[config.mk]
export PLATFORM = sky130hd
export DESIGN_NAME = subs_ram
export DESIGN_NICKNAME = d
export VERILOG_FILES = /design/src/rtl/core/subs_ram.sv
export SDC_FILE = /design/constraint.sdc
export NUM_CORES = 1
export LEC_CHECK = 0
export ABC_AREA = 1
export BUFFER_PORTS_ARGS = -buffer_cell sky130_fd_sc_hd__buf_4
export CORE_AREA = 2 2 150 152
export CTS_BUF_LIST = sky130_fd_sc_hd__clkbuf_4 sky130_fd_sc_hd__clkbuf_8
export CTS_CLUSTER_DIAMETER = 30
export DETAILED_ROUTE_END_ITERATION = 10
export DIE_AREA = 0 0 152 154
export PLACE_DENSITY = 0.7
export REMOVE_ABC_BUFFERS = 1
export SLEW_MARGIN = 20
export SYNTH_ARGS = -nofsm -noshare
export SYNTH_HDL_FRONTEND = slang
export SYNTH_SLANG_ARGS = --single-unit
[constraint.sdc]
create_clock -name clk -period 3.26 [get_ports clk]
set_input_delay 0.326 -clock clk [delete_from_list [all_inputs] [get_ports clk]]
set_output_delay 0.326 -clock clk [all_outputs]
set_load 0.02 [all_outputs]
[src/rtl/core/subs_ram.sv]
module subs_ram #(
    parameter int WIDTH = 8,
    parameter int DEPTH = 32,
    parameter int AW    = (DEPTH > 1) ? $clog2(DEPTH) : 1
) (
    input  logic             clk,
    input  logic             wr_en,
    input  logic [AW-1:0]    wr_addr,
    input  logic [WIDTH-1:0] wr_data,
    input  logic [AW-1:0]    rd_addr,
    output logic [WIDTH-1:0] rd_data
);

    logic [WIDTH-1:0] mem [DEPTH];

    always_ff @(posedge clk)
    begin
        if (wr_en)
        begin
            mem[wr_addr] <= wr_data;
        end
        rd_data <= mem[rd_addr];
    end

endmodule

==> impl_metrics.json <==
{
  "end_kind": "flip-flop",
  "antenna_found_initial": 0,
  "drc_errors": 0,
  "min_period_over_period": 0.4675,
  "route.vias.total": 6919,
  "crit_fanout": 33,
  "port_buffers": 27,
  "coreArea_um2": 21690,
  "routabilityCongestion": 0.8418,
  "die_w_um": 152,
  "netlist_area_um2": 10790,
  "critical_path_class": "in -> reg",
  "drtIter0Drc": 753,
  "routed_via_density": 5.470,
  "die_h_um": 154,
  "syn_area_per_cell_um2": 11.70,
  "cts.sinks": 264,
  "grt_max_degree": 65,
  "synth_cell_types": 12,
  "cts_root_buffer": "clkbuf_8",
  "first_pass_iters": 7,
  "cp_slowest_cell": "inv_1",
  "detailed_place_hpwl_um": 13870,
  "cp.required_ns": 3.69,
  "path_common_cell": "nand2_1",
  "setup_viol": 0,
  "grt_usage": 0.2064,
  "ir_worst_vdd_v": 0.0002974,
  "slowest_delay_ns": 0.49,
  "cts-resized-gates": 0,
  "rows": 54,
  "synth_seq_cells": 264,
  "drive_above_1_share": 0.1096,
  "nets": 973,
  "cts-htree-levels": 2,
  "max_freq_ghz": 0.6561,
  "cts_tree": "built",
  "num_antenna_cells": 0,
  "io_pins": 28,
  "total_power_mw": 7.062,
  "grt_pass1_vias": 6604,
  "start_util": 0.4973,
  "drv_slew": 0,
  "clockBufferDepth": 3,
  "ant_nets": 0,
  "hold_violations": 0,
  "cp-start-kind": "input port",
  "worstMarginPinSlew_ns": 0.8566,
  "synth_top_area_share": 0.7127,
  "die_area_um2": 23410,
  "drt_wl_total_um": 24100,
  "worstPathArrival_ns": 1.96,
  "post_cts_buffers": 0,
  "area_growth_pct": 10.25,
  "ys_top_cells_by_area": "edfxtp_1, nand2_1, nand3_1, buf_6, dfxtp_1",
  "synth_warnings": 0,
  "power_density_nw_per_um2": 593.8,
  "cts.hold.buffers_added": 0,
  "status": "finished, final reports clean",
  "crit_chain": "buf_4 -> inv_1 -> buf_4 -> nand3_1 -> nand2_1 -> nand2_1 -> nand2_1 -> nand2_1 -> nand2_1",
  "wl_per_cell_um": 19.05,
  "fin_area_um2": 11890,
  "setup-tns-final_ns": 0,
  "min_period_ns": 1.524,
  "syn-instance-count": 922,
  "grt_pass1_wl_um": 37060,
  "clk_pin_slew_worst_paths_ns": 0.06,
  "rsz0062_at_grt": "no",
  "clk_latency_ns": 0.55,
  "cts_buffers": 46,
  "relSlewSlack": 0.4268,
  "hold_path.class": "in -> reg",
  "maxCapViolCount": 0,
  "power_leakage_nw": 4.399,
  "yosysTopAreaCell": "edfxtp_1",
  "skew_ns": 0.01738,
  "overflow": 0,
  "seq_area_frac_synth": 0.7275,
  "dpl_cell_area_um2": 11030
}
[per-layer routing]
layer	share of wire	global-route usage	up-vias	wire length, um
met5	0	0	-	0
met4	0.031	0.08144	0	744
met3	0.087	0.04115	60	2100
met2	0.47	0.3250	294	11240
met1	0.42	0.2860	3302	10020
li1	-	-	3263	-
[worst max-delay path, delay by kind of cell]
kind	cells	cell delay [ns]
buffers and inverters	3	1.21
AND/OR/NAND/NOR	6	0.39
[where the power goes]
part	total (mW)	switching, mW	leakage (nW)	internal [mW]
registers	3.79	0.0197	2.37	3.77
clock network	2.81	1.29	0.447	1.52
logic	0.457	0.332	1.58	0.125
[cell type report]
cell class	count	area, um2
Clock buffer	55	706.9
Multi-Input combinational cell	596	2492
Inverter	10	38.79
Sequential cell	264	7848
Tap cell	280	350.3
Timing Repair Buffer	35	300.3
Fill cell	1782	9796
Clock inverter	25	156.4
[logic make-up after synthesis]
family,synth area share
simple gates,0.2311
flops,0.7275
buf+inv,0.04141
[cell usage after synthesis]
cell type and instances:
nand2_1 360, edfxtp_1 256, nand3_1 204, nor2_1 32
buf_6 24, buf_2 15, dfxtp_1 8, inv_1 8
clkbuf_1 7, buf_4 4, buf_1 2, inv_2 2
[cells in the final DEF, fill, tap and decap left out]
| cell | instances |
|---|---|
| nand2_1 | 360 |
| clkinv_4 | 2 |
| clkinv_1 | 9 |
| buf_12 | 3 |
| bufinv_16 | 1 |
| clkinvlp_4 | 4 |
| edfxtp_1 | 256 |
| nand3_1 | 204 |
| buf_4 | 32 |
| nor2_1 | 32 |
| clkbuf_4 | 8 |
| clkbuf_8 | 47 |
| inv_1 | 8 |
| inv_2 | 1 |
| clkinv_2 | 10 |
| dfxtp_1 | 8 |
[path summary, 6_finish.rpt]
path | startpoint | to | slack [ns] | cells past startpoint
setup / recovery | rd_addr[2] | rd_data[6] | 1.74 | 9
hold / removal | rd_addr[4] | rd_data[7] | 0.06 | 3
setup reg to reg | mem[10][0] | rd_data[0] | 2.06 | 8
hold reg to reg | mem[25][6] | rd_data[6] | 0.76 | 8
[registers in the layout, summed over array words and instances, names as in the netlist]
register,flops
mem,256
rd_data,8
[metrics by stage]
stage / hold slack, ns / util / instances / worst slack, ns
after floorplan: 0.4249 / - / 870 / 1.381
after global placement: 0.5981 / 0.5085 / 1185 / 1.218
after detailed placement: 0.6042 / 0.5085 / 1185 / 1.178
after CTS: 0.03095 / 0.5483 / 1265 / 1.731
after global routing: 0.05324 / 0.5483 / 1265 / 1.656
final: 0.05954 / 0.5483 / 1265 / 1.736
Note: power is estimated with default switching activity, not from simulation.
