===== config.mk =====
export PLATFORM = sky130hd
export DESIGN_NAME = subs_seq
export DESIGN_NICKNAME = d
export VERILOG_FILES = /design/src/rtl/core/subs_pkg.sv /design/src/rtl/core/subs_cmp.sv /design/src/rtl/core/subs_seq.sv
export SDC_FILE = /design/constraint.sdc
export NUM_CORES = 1
export LEC_CHECK = 0
export BUFFER_PORTS_ARGS = -buffer_cell sky130_fd_sc_hd__buf_2
export CAP_MARGIN = 5
export CORE_MARGIN = 3
export CORE_UTILIZATION = 53
export DETAILED_ROUTE_END_ITERATION = 10
export PLACE_DENSITY_LB_ADDON = 0.1
export REMOVE_ABC_BUFFERS = 1
export SETUP_SLACK_MARGIN = 0.02
export SYNTH_ARGS = -nofsm -noshare
export SYNTH_HDL_FRONTEND = slang
export SYNTH_SLANG_ARGS = --single-unit

===== constraint.sdc =====
create_clock -name clk -period 5.9 [get_ports clk]
set_clock_uncertainty 0.15 [all_clocks]
set_input_delay 1.18 -clock clk [delete_from_list [all_inputs] [get_ports clk]]
set_output_delay 1.18 -clock clk [all_outputs]
set_load 0.1 [all_outputs]

===== src/rtl/core/subs_pkg.sv =====
package subs_pkg;

    localparam int TEXT_DEPTH_DEF    = 1024;
    localparam int PATTERN_DEPTH_DEF = 32;

    localparam int POS_W  = 10;
    localparam int BYTE_W = 8;
    localparam int TLEN_W = 11;
    localparam int PLEN_W = 6;

    typedef enum logic [1:0] {
        REQ_WR_TEXT    = 2'd0,
        REQ_WR_PATTERN = 2'd1,
        REQ_FIND_FWD   = 2'd2,
        REQ_FIND_BWD   = 2'd3
    } req_kind_t;

    typedef struct packed {
        req_kind_t           req_type;
        logic [POS_W-1:0]    position;
        logic [BYTE_W-1:0]   byte_value;
        logic [TLEN_W-1:0]   text_length;
        logic [PLEN_W-1:0]   pattern_length;
        logic                ignore_case;
    } req_t;

    typedef struct packed {
        logic                found;
        logic [POS_W-1:0]    match_position;
    } rsp_t;

endpackage


===== src/rtl/core/subs_cmp.sv =====
module subs_cmp (
    input  logic [subs_pkg::BYTE_W-1:0] text_byte,
    input  logic [subs_pkg::BYTE_W-1:0] pattern_byte,
    input  logic                        fold,
    output logic                        equal
);

    import subs_pkg::*;

    localparam logic [BYTE_W-1:0] UPPER_A = 8'h41;
    localparam logic [BYTE_W-1:0] UPPER_Z = 8'h5A;
    localparam logic [BYTE_W-1:0] CASE_OFS = 8'h20;

    logic [BYTE_W-1:0] text_f;
    logic [BYTE_W-1:0] pattern_f;

    // fold ASCII capitals to lower case when asked
    always_comb
    begin
        text_f    = text_byte;
        pattern_f = pattern_byte;
        if (fold && text_byte >= UPPER_A && text_byte <= UPPER_Z)
        begin
            text_f = text_byte + CASE_OFS;
        end
        if (fold && pattern_byte >= UPPER_A && pattern_byte <= UPPER_Z)
        begin
            pattern_f = pattern_byte + CASE_OFS;
        end
        equal = (text_f == pattern_f);
    end

endmodule


===== src/rtl/core/subs_seq.sv =====
module subs_seq #(
    parameter int TEXT_DEPTH    = subs_pkg::TEXT_DEPTH_DEF,
    parameter int PATTERN_DEPTH = subs_pkg::PATTERN_DEPTH_DEF,
    parameter int TAW = (TEXT_DEPTH > 1) ? $clog2(TEXT_DEPTH) : 1,
    parameter int PAW = (PATTERN_DEPTH > 1) ? $clog2(PATTERN_DEPTH) : 1
) (
    input  logic                        clk,
    input  logic                        rst_n,
    input  logic                        req_valid,
    output logic                        req_ready,
    input  subs_pkg::req_t              req,
    output logic                        rsp_valid,
    input  logic                        rsp_ready,
    output subs_pkg::rsp_t              rsp,
    output logic                        text_we,
    output logic [TAW-1:0]              text_waddr,
    output logic [subs_pkg::BYTE_W-1:0] text_wdata,
    output logic [TAW-1:0]              text_raddr,
    input  logic [subs_pkg::BYTE_W-1:0] text_rdata,
    output logic                        pat_we,
    output logic [PAW-1:0]              pat_waddr,
    output logic [subs_pkg::BYTE_W-1:0] pat_wdata,
    output logic [PAW-1:0]              pat_raddr,
    input  logic [subs_pkg::BYTE_W-1:0] pat_rdata
);

    import subs_pkg::*;

    localparam int TD_W  = $clog2(TEXT_DEPTH + 1);
    localparam int LEN_W = ((TD_W > TLEN_W) ? TD_W : TLEN_W) + 1;
    localparam int PL_W  = $clog2(PATTERN_DEPTH + 1);
    localparam logic [LEN_W-1:0] TEXT_MAX = LEN_W'(TEXT_DEPTH);
    localparam logic [PL_W-1:0]  PAT_MAX  = PL_W'(PATTERN_DEPTH);

    typedef enum logic [2:0] {
        ST_IDLE,
        ST_SETUP,
        ST_RD,
        ST_CMP,
        ST_DONE
    } state_t;

    state_t            state_reg;
    logic              bwd_reg;
    logic              fold_reg;
    logic [LEN_W-1:0]  start_reg;
    logic [LEN_W-1:0]  tlen_reg;
    logic [PL_W-1:0]   plen_reg;
    logic [PAW-1:0]    k_reg;
    logic              found_reg;
    logic [POS_W-1:0]  at_reg;
    logic              rsp_valid_reg;
    rsp_t              rsp_reg;

    logic              accept;
    logic              out_free;
    logic [LEN_W-1:0]  pos_ext;
    logic [LEN_W-1:0]  tlen_ext;
    logic [PL_W-1:0]   plen_ext;
    logic [LEN_W-1:0]  plen_w;
    logic              len_ok;
    logic [LEN_W-1:0]  last_pos;
    logic              fwd_ok;
    logic              bwd_ok;
    logic [LEN_W-1:0]  bwd_start;
    logic [LEN_W-1:0]  next_fwd;
    logic              next_fwd_ok;
    logic              last_byte;
    logic              equal;

    subs_cmp u_cmp (
        .text_byte    (text_rdata),
        .pattern_byte (pat_rdata),
        .fold         (fold_reg),
        .equal        (equal)
    );

    assign accept    = req_valid && (state_reg == ST_IDLE);
    assign req_ready = (state_reg == ST_IDLE);
    assign out_free  = !rsp_valid_reg || rsp_ready;
    assign rsp_valid = rsp_valid_reg;
    assign rsp       = rsp_reg;

    // store writes go straight in on acceptance; out-of-range indexes drop
    assign text_we    = accept && (req.req_type == REQ_WR_TEXT)
                        && (LEN_W'(req.position) < TEXT_MAX);
    assign text_waddr = TAW'(req.position);
    assign text_wdata = req.byte_value;
    assign pat_we     = accept && (req.req_type == REQ_WR_PATTERN)
                        && ((PL_W + POS_W)'(req.position) < (PL_W + POS_W)'(PATTERN_DEPTH));
    assign pat_waddr  = PAW'(req.position);
    assign pat_wdata  = req.byte_value;

    assign text_raddr = TAW'(start_reg + LEN_W'(k_reg));
    assign pat_raddr  = k_reg;

    always_comb
    begin
        pos_ext  = LEN_W'(req.position);
        tlen_ext = LEN_W'(req.text_length);
        if (tlen_ext > TEXT_MAX)
        begin
            tlen_ext = TEXT_MAX;
        end
        plen_ext = PL_W'(req.pattern_length);
        if ((PL_W + PLEN_W)'(req.pattern_length) > (PL_W + PLEN_W)'(PATTERN_DEPTH))
        begin
            plen_ext = PAT_MAX;
        end
    end

    // candidate window checks on the held request
    always_comb
    begin
        plen_w    = LEN_W'(plen_reg);
        len_ok    = (plen_reg != '0) && (tlen_reg != '0) && (plen_w <= tlen_reg);
        fwd_ok    = len_ok && (start_reg + plen_w <= tlen_reg);
        last_pos  = (start_reg > tlen_reg - 1'b1) ? (tlen_reg - 1'b1) : start_reg;
        bwd_ok    = len_ok && (last_pos + 1'b1 >= plen_w);
        bwd_start = last_pos + 1'b1 - plen_w;
        next_fwd    = start_reg + 1'b1;
        next_fwd_ok = (next_fwd + plen_w <= tlen_reg);
        last_byte   = (PL_W'(k_reg) + 1'b1 == plen_reg);
    end

    always_ff @(posedge clk or negedge rst_n)
    begin
        if (!rst_n)
        begin
            state_reg     <= ST_IDLE;
            rsp_valid_reg <= 1'b0;
            rsp_reg       <= '0;
            bwd_reg       <= 1'b0;
            fold_reg      <= 1'b0;
            start_reg     <= '0;
            tlen_reg      <= '0;
            plen_reg      <= '0;
            k_reg         <= '0;
            found_reg     <= 1'b0;
            at_reg        <= '0;
        end
        else
        begin
            // a fresh result wins over the hand-off of the old one
            if ((state_reg == ST_DONE) && out_free)
            begin
                rsp_valid_reg <= 1'b1;
            end
            else if (rsp_valid_reg && rsp_ready)
            begin
                rsp_valid_reg <= 1'b0;
            end
            case (state_reg)
                ST_IDLE:
                begin
                    if (accept)
                    begin
                        bwd_reg   <= (req.req_type == REQ_FIND_BWD);
                        fold_reg  <= req.ignore_case;
                        start_reg <= pos_ext;
                        tlen_reg  <= tlen_ext;
                        plen_reg  <= plen_ext;
                        k_reg     <= '0;
                        found_reg <= 1'b0;
                        at_reg    <= '0;
                        if (req.req_type inside {REQ_FIND_FWD, REQ_FIND_BWD})
                        begin
                            state_reg <= ST_SETUP;
                        end
                        else
                        begin
                            state_reg <= ST_DONE;
                        end
                    end
                end
                ST_SETUP:
                begin
                    if (bwd_reg)
                    begin
                        start_reg <= bwd_start;
                        state_reg <= bwd_ok ? ST_RD : ST_DONE;
                    end
                    else
                    begin
                        state_reg <= fwd_ok ? ST_RD : ST_DONE;
                    end
                end
                ST_RD:
                begin
                    state_reg <= ST_CMP;
                end
                ST_CMP:
                begin
                    if (equal && last_byte)
                    begin
                        found_reg <= 1'b1;
                        at_reg    <= POS_W'(start_reg);
                        state_reg <= ST_DONE;
                    end
                    else if (equal)
                    begin
                        k_reg     <= k_reg + 1'b1;
                        state_reg <= ST_RD;
                    end
                    else
                    begin
                        k_reg <= '0;
                        if (bwd_reg)
                        begin
                            start_reg <= start_reg - 1'b1;
                            state_reg <= (start_reg == '0) ? ST_DONE : ST_RD;
                        end
                        else
                        begin
                            start_reg <= next_fwd;
                            state_reg <= next_fwd_ok ? ST_RD : ST_DONE;
                        end
                    end
                end
                ST_DONE:
                begin
                    if (out_free)
                    begin
                        rsp_reg.found          <= found_reg;
                        rsp_reg.match_position <= at_reg;
                        state_reg              <= ST_IDLE;
                    end
                end
                default:
                begin
                    state_reg <= ST_IDLE;
                end
            endcase
        end
    end

endmodule


==> results.cfg, run 1 <==
[status]
status = finished clean

[clocking]
clkTransAtPathRegs_ns = 0.07
htreeDepth = 3
clk_path_buf_depth = 2
numCtsBuffers = 9
cts_tree = done
root_buffer = clkbuf_16
postCtsHoldBufs = 0
clock-sinks = 62
clk_latency_ns = 0.35

[cells_and_area]
n_antenna_cell = 0
drive_gt1_frac = 0.198
largest_reg_flops = 12
post-route-util = 0.611
area_growth_pct = 12.1
nets = 1045
n_fill_cell = 1164

[sta]
fmax_mhz = 185
relSlewSlack = 0.414
setup_violations = 0
min_period_over_period = 0.916
holdWs_ns = 0.323
post-route-min-period_ns = 5.41
tightest_slew_ns = 0.879
hold_viol_final = 0
rsz0062_at_grt = no
slew_viol_final = 0

[critical_path]
cp_slowest_cell = dfrtp_1
critPathMaxStageDelay_ns = 0.45
path_cells = nor4_4, buf_4, nand4_1, xnor2_1, ha_1, a211oi_1, o21ai_0, o31ai_1, buf_4, nand2_1, o21ai_0, ha_2, ha_1, nor2b_1, o21ai_0, a21boi_0, o21ai_0, nand2b_1, a211oi_1, nand3_1, nor2_1, xnor2_1, o211ai_1
reg2reg_depth = 23
crit_path_max_fanout = 15
cp.arrival_ns = 5.47
critical_path_class = flop to flop
worstPathRequired_ns = 5.97
worst_setup_path_start_kind = flop
crit_top_cell = o21ai_0
endpoint_kind = flop

[route]
drc = 0
firstDrtPassIters = 5
wl_per_cell_um = 19.0
drt_iter0_drc = 507
avgViaCountPerCell = 6.02
wl_um = 20700
via_count = 6552
ant_nets = 0

[yosys]
synth-async-reset-ratio = 1.00
synth_edf_count = 0
seq_area_frac_synth = 0.224
yosysMostFrequentCell = nand2_1
netlist-cell-type-count = 80
synth_cells = 849
synth_flop_cell = dfrtp_1
synth_seq_cells = 62
yosysTopAreaCell = dfrtp_1
yosysWarnings = 0
synth_top_area_frac = 0.224
netlist_area_mm2 = 0.00694
syn_avg_cell_area_um2 = 8.17
synth.area.top_cells = dfrtp_1 22%, ha_1 13%, xnor2_1 6.9%
synthTopCellsByCount = 91 x nand2_1, 72 x ha_1, 65 x o21ai_0

[grt]
grt_pass1_wl_um = 33000
grt_pass1_vias = 6297
grt_overflow_total = 0
grt_max_degree = 63
grt.total_usage = 0.288
antenna_found_initial = 0

[job]
cap_violations = 0

[floorplan]
core_region_area_mm2 = 0.0127
ios = 119
die_x_um = 120
die_area_mm2 = 0.0145
rows = 41
die_y_um = 120
initial_core_util = 0.545

[placed_design]
hpwl_um = 15900
port_buffers = 94
gp_congestion = 1.00

[worst_hold_path]
hold-path-cell-count = 1
min_path_type = flop to flop
[cells by family (layout without fill, tap and decap cells)]
| logic type | Yosys count | after routing | share of synthesized area |
|---|---|---|---|
| and+or+nand+nor | 296 | 296 | 0.221 |
| AOI/OAI and AO/OA | 194 | 194 | 0.183 |
| buffers and inverters | 106 | 173 | 0.0759 |
| xor gates and xnor gates | 88 | 88 | 0.113 |
| adders and majority gates | 77 | 77 | 0.143 |
| DFF | 62 | 62 | 0.224 |
| muxes | 26 | 26 | 0.0409 |
[through the flow]
step | area [um^2] | worst slack, ns | setup TNS [ns] | std cells
floorplan | 6570 | -1.99 | -3.93 | 784
global placement | 7390 | 0.454 | 0 | 1068
detailed placement | 7390 | 0.337 | 0 | 1068
CTS | 7710 | 0.325 | 0 | 1084
global route | 7780 | 0.0114 | 0 | 1088
finish | 7780 | 0.494 | 0 | 1088
[metal layers]
metal / GRT usage / vias to the layer above / share of wire / wire length (um)
met5: 0 / - / 0 / 0
met4: 0.113 / 0 / 0.028 / 573
met3: 0.0585 / 51 / 0.077 / 1600
met2: 0.474 / 315 / 0.47 / 9730
met1: 0.371 / 3083 / 0.43 / 8810
li1: - / 3103 / - / -
[repair_timing]
| item | 4_1_cts | 5_1_grt |
|---|---|---|
| gates resized for setup | 0 | 8 |
| setup endpoints to repair | 0 | 8 |
| setup buffers | 0 | 4 |
[cells in the final DEF (no fill, tap or decap), types with 3 or more instances in the layout]
cell type,count
a211oi_1,6
a21o_1,12
a21oi_1,37
a22o_1,5
a31oi_1,6
and2_1,3
and3_1,3
and4_1,3
buf_2,94
buf_4,22
clkbuf_16,9
dfrtp_1,62
fa_1,4
ha_1,70
inv_1,38
inv_6,4
mux2_2,19
mux2i_1,7
nand2_1,91
nand2b_1,20
nand3_1,26
nand4_1,15
nor2_1,57
nor2_2,3
nor2b_1,16
nor3_1,20
nor3_2,4
nor4_1,6
nor4b_1,3
o2111ai_1,3
o211ai_1,8
o21a_1,13
o21ai_0,65
o21bai_1,5
o22ai_1,3
or3_1,6
or4b_1,3
xnor2_1,54
xor2_1,31
[path summary, 6_finish.rpt]
path / start / endpoint / slack, ns
hold reg to reg: found_reg$_DFFE_PN0P_ / found_reg$_DFFE_PN0P_ / 0.32
min in group asynchronous: rst_n / fold_reg$_DFFE_PN0P_ / 0.87
max in group asynchronous: rst_n / start_reg[7]$_DFFE_PN0P_ / 4.19
hold / removal: found_reg$_DFFE_PN0P_ / found_reg$_DFFE_PN0P_ / 0.32
setup / recovery: tlen_reg[5]$_DFFE_PN0P_ / start_reg[11]$_DFFE_PN0P_ / 0.49
setup reg to reg: tlen_reg[5]$_DFFE_PN0P_ / start_reg[11]$_DFFE_PN0P_ / 0.49
[layout make-up]
class                   count  area [um^2]  area share
multi-input cells         681         4890       0.629
flip-flops and latches     62         1550       0.199
repair buffers            116          636      0.0817
clock buffers               9          225      0.0290
well taps                 172          215      0.0277
inverters                  41          154      0.0198
clock inverters             7          104      0.0134
[critical path: cells and delay by family, from the launching register on]
kind / cells / cell delay (ns)
flops: 1 / 0.45
buf+inv: 2 / 0.42
compound gates: 9 / 1.80
simple gates: 7 / 1.20
fa+ha+maj: 3 / 0.92
xor+xnor: 2 / 0.31
Power of run 1 is left out: the tool's default activity adds up to more than one toggle a clock period on the data nets, which glitch-free logic cannot reach.
==> run 2: changes to the inputs <==
==> constraint.sdc (replaced) <==
create_clock -name clk -period 5.9 [get_ports clk]
set_clock_uncertainty 0.15 [all_clocks]
set_input_delay 0.885 -clock clk [delete_from_list [all_inputs] [get_ports clk]]
set_output_delay 0.885 -clock clk [all_outputs]
set_load 0.1 [all_outputs]
==> run 2 against run 1 <==
- design area rose by 0.13%
- utilization up 0.079 points
- routed wire length shrank 0.63%
- maximum frequency decreased by 0.69%
- hold slack hardly changed
==> results.cfg, run 2 (same netlist as run 1, synthesis figures left out) <==
[critical_path]
critical_path_class = flop to flop
worstPathRequired_ns = 6.02
worst_setup_path_start_kind = flop
endpoint_kind = flop
cp.arrival_ns = 5.57
reg2reg_depth = 22
crit_path_max_fanout = 10

[worst_hold_path]
min_path_type = flop to flop
hold-path-cell-count = 1

[cells_and_area]
seq_area_mm2 = 0.00155
nets = 1044
n_antenna_cell = 0
n_fill_cell = 1155
area_growth_pct = 12.2
drive_gt1_frac = 0.197
largest_reg_flops = 12
final_cell_mix = 94 x buf_2, 91 x nand2_1, 70 x ha_1
stdcell_count = 1087
multi_input_area_mm2 = 0.00490
mostFrequentLayoutCell = buf_2

[floorplan]
initial_core_util = 0.545
die_y_um = 120
core_region_area_mm2 = 0.0127
ios = 119
rows = 41
die_x_um = 120
die_area_mm2 = 0.0145

[clocking]
clk_latency_ns = 0.35
clk_path_buf_depth = 2
numCtsBuffers = 9
root_buffer = clkbuf_16
cts_tree = done
clock-sinks = 62
postCtsHoldBufs = 0
htreeDepth = 3
clkTransAtPathRegs_ns = 0.06

[placed_design]
gp_congestion = 0.996
port_buffers = 94
hpwl_um = 15900
placedCellCount = 1068

[sta]
slew_viol_final = 0
setup_violations = 0
relSlewSlack = 0.404
hold_viol_final = 0
min_period_over_period = 0.923
rsz0062_at_grt = no
tightest_slew_ns = 0.894
fmax_mhz = 184
post-route-min-period_ns = 5.44

[route]
drc = 0
wl_um = 20600
firstDrtPassIters = 5
ant_nets = 0
wl_per_cell_um = 18.9
via_count = 6479
drt_iter0_drc = 453
avgViaCountPerCell = 5.96

[status]
status = finished clean

[grt]
grt_max_degree = 63
grt.total_usage = 0.289
grt_pass1_wl_um = 33100
grt_overflow_total = 0
antenna_found_initial = 0
grt_pass1_vias = 6376

[job]
cap_violations = 0
run 2: final timing paths:
check                                          from                        to  slack [ns]
hold / removal                found_reg$_DFFE_PN0P_     found_reg$_DFFE_PN0P_        0.32
setup reg to reg           start_reg[1]$_DFFE_PN0P_  state_reg[1]$_DFFE_PN0P_        0.46
setup / recovery           start_reg[1]$_DFFE_PN0P_  state_reg[1]$_DFFE_PN0P_        0.46
hold reg to reg               found_reg$_DFFE_PN0P_     found_reg$_DFFE_PN0P_        0.32
max in group asynchronous                     rst_n   tlen_reg[2]$_DFFE_PN0P_        4.44
min in group asynchronous                     rst_n      fold_reg$_DFFE_PN0P_        0.57
run 2: critical path, stage by stage, from the launching register on:
cell and delay, ns:
dfrtp_1 0.72, inv_1 0.26, ha_1 0.42, inv_1 0.10, fa_1 0.21, nor2b_1 0.06
o21ai_0 0.18, nand2_1 0.12, a21o_1 0.19, a21o_1 0.22, and2_1 0.16, maj3_1 0.35
a32oi_1 0.21, xnor2_1 0.16, ha_1 0.28, o211ai_1 0.11, a31oi_1 0.08, a2111oi_1 0.63
o22ai_1 0.15, a211o_1 0.31, nand3_1 0.09, nand2_1 0.07, a21oi_1 0.17
run 2: per-stage QoR:
| step | util | TNS, ns | area [um^2] | setup WS, ns | hold slack, ns |
|---|---|---|---|---|---|
| after detailed placement | 0.581 | 0 | 7390 | 0.233 | 0.317 |
| after CTS | 0.606 | 0 | 7710 | 0.209 | 0.331 |
| after global routing | 0.612 | 0 | 7790 | 0.0567 | 0.351 |
| after global placement | 0.581 | 0 | 7390 | 0.464 | 0.307 |
| final | 0.612 | 0 | 7790 | 0.456 | 0.324 |
| after floorplan | - | -3.34 | 6570 | -1.70 | 0.296 |
run 2: per-layer routing:
layer	share of wire	wire, um	GRT usage	up-vias
met5	0	0	0	-
met4	0.029	599	0.105	0
met1	0.44	9040	0.374	3070
li1	-	-	-	3113
met2	0.47	9660	0.478	250
met3	0.063	1290	0.0608	46
run 2: layout make-up:
type                    instances  area share
flip-flops and latches         62       0.199
clock buffers                   9      0.0289
multi-input cells             681       0.630
clock inverters                 7      0.0133
inverters                      41      0.0198
repair buffers                115      0.0811
well taps                     172      0.0276
run 2: what timing repair did:
item | in CTS | in global routing
buffers inserted | 0 | 2
resized for setup | 0 | 11
endpoints found under the hold margin | 0 | 0
endpoints found under the setup margin | 0 | 8
Power of run 2 is left out for the same reason.
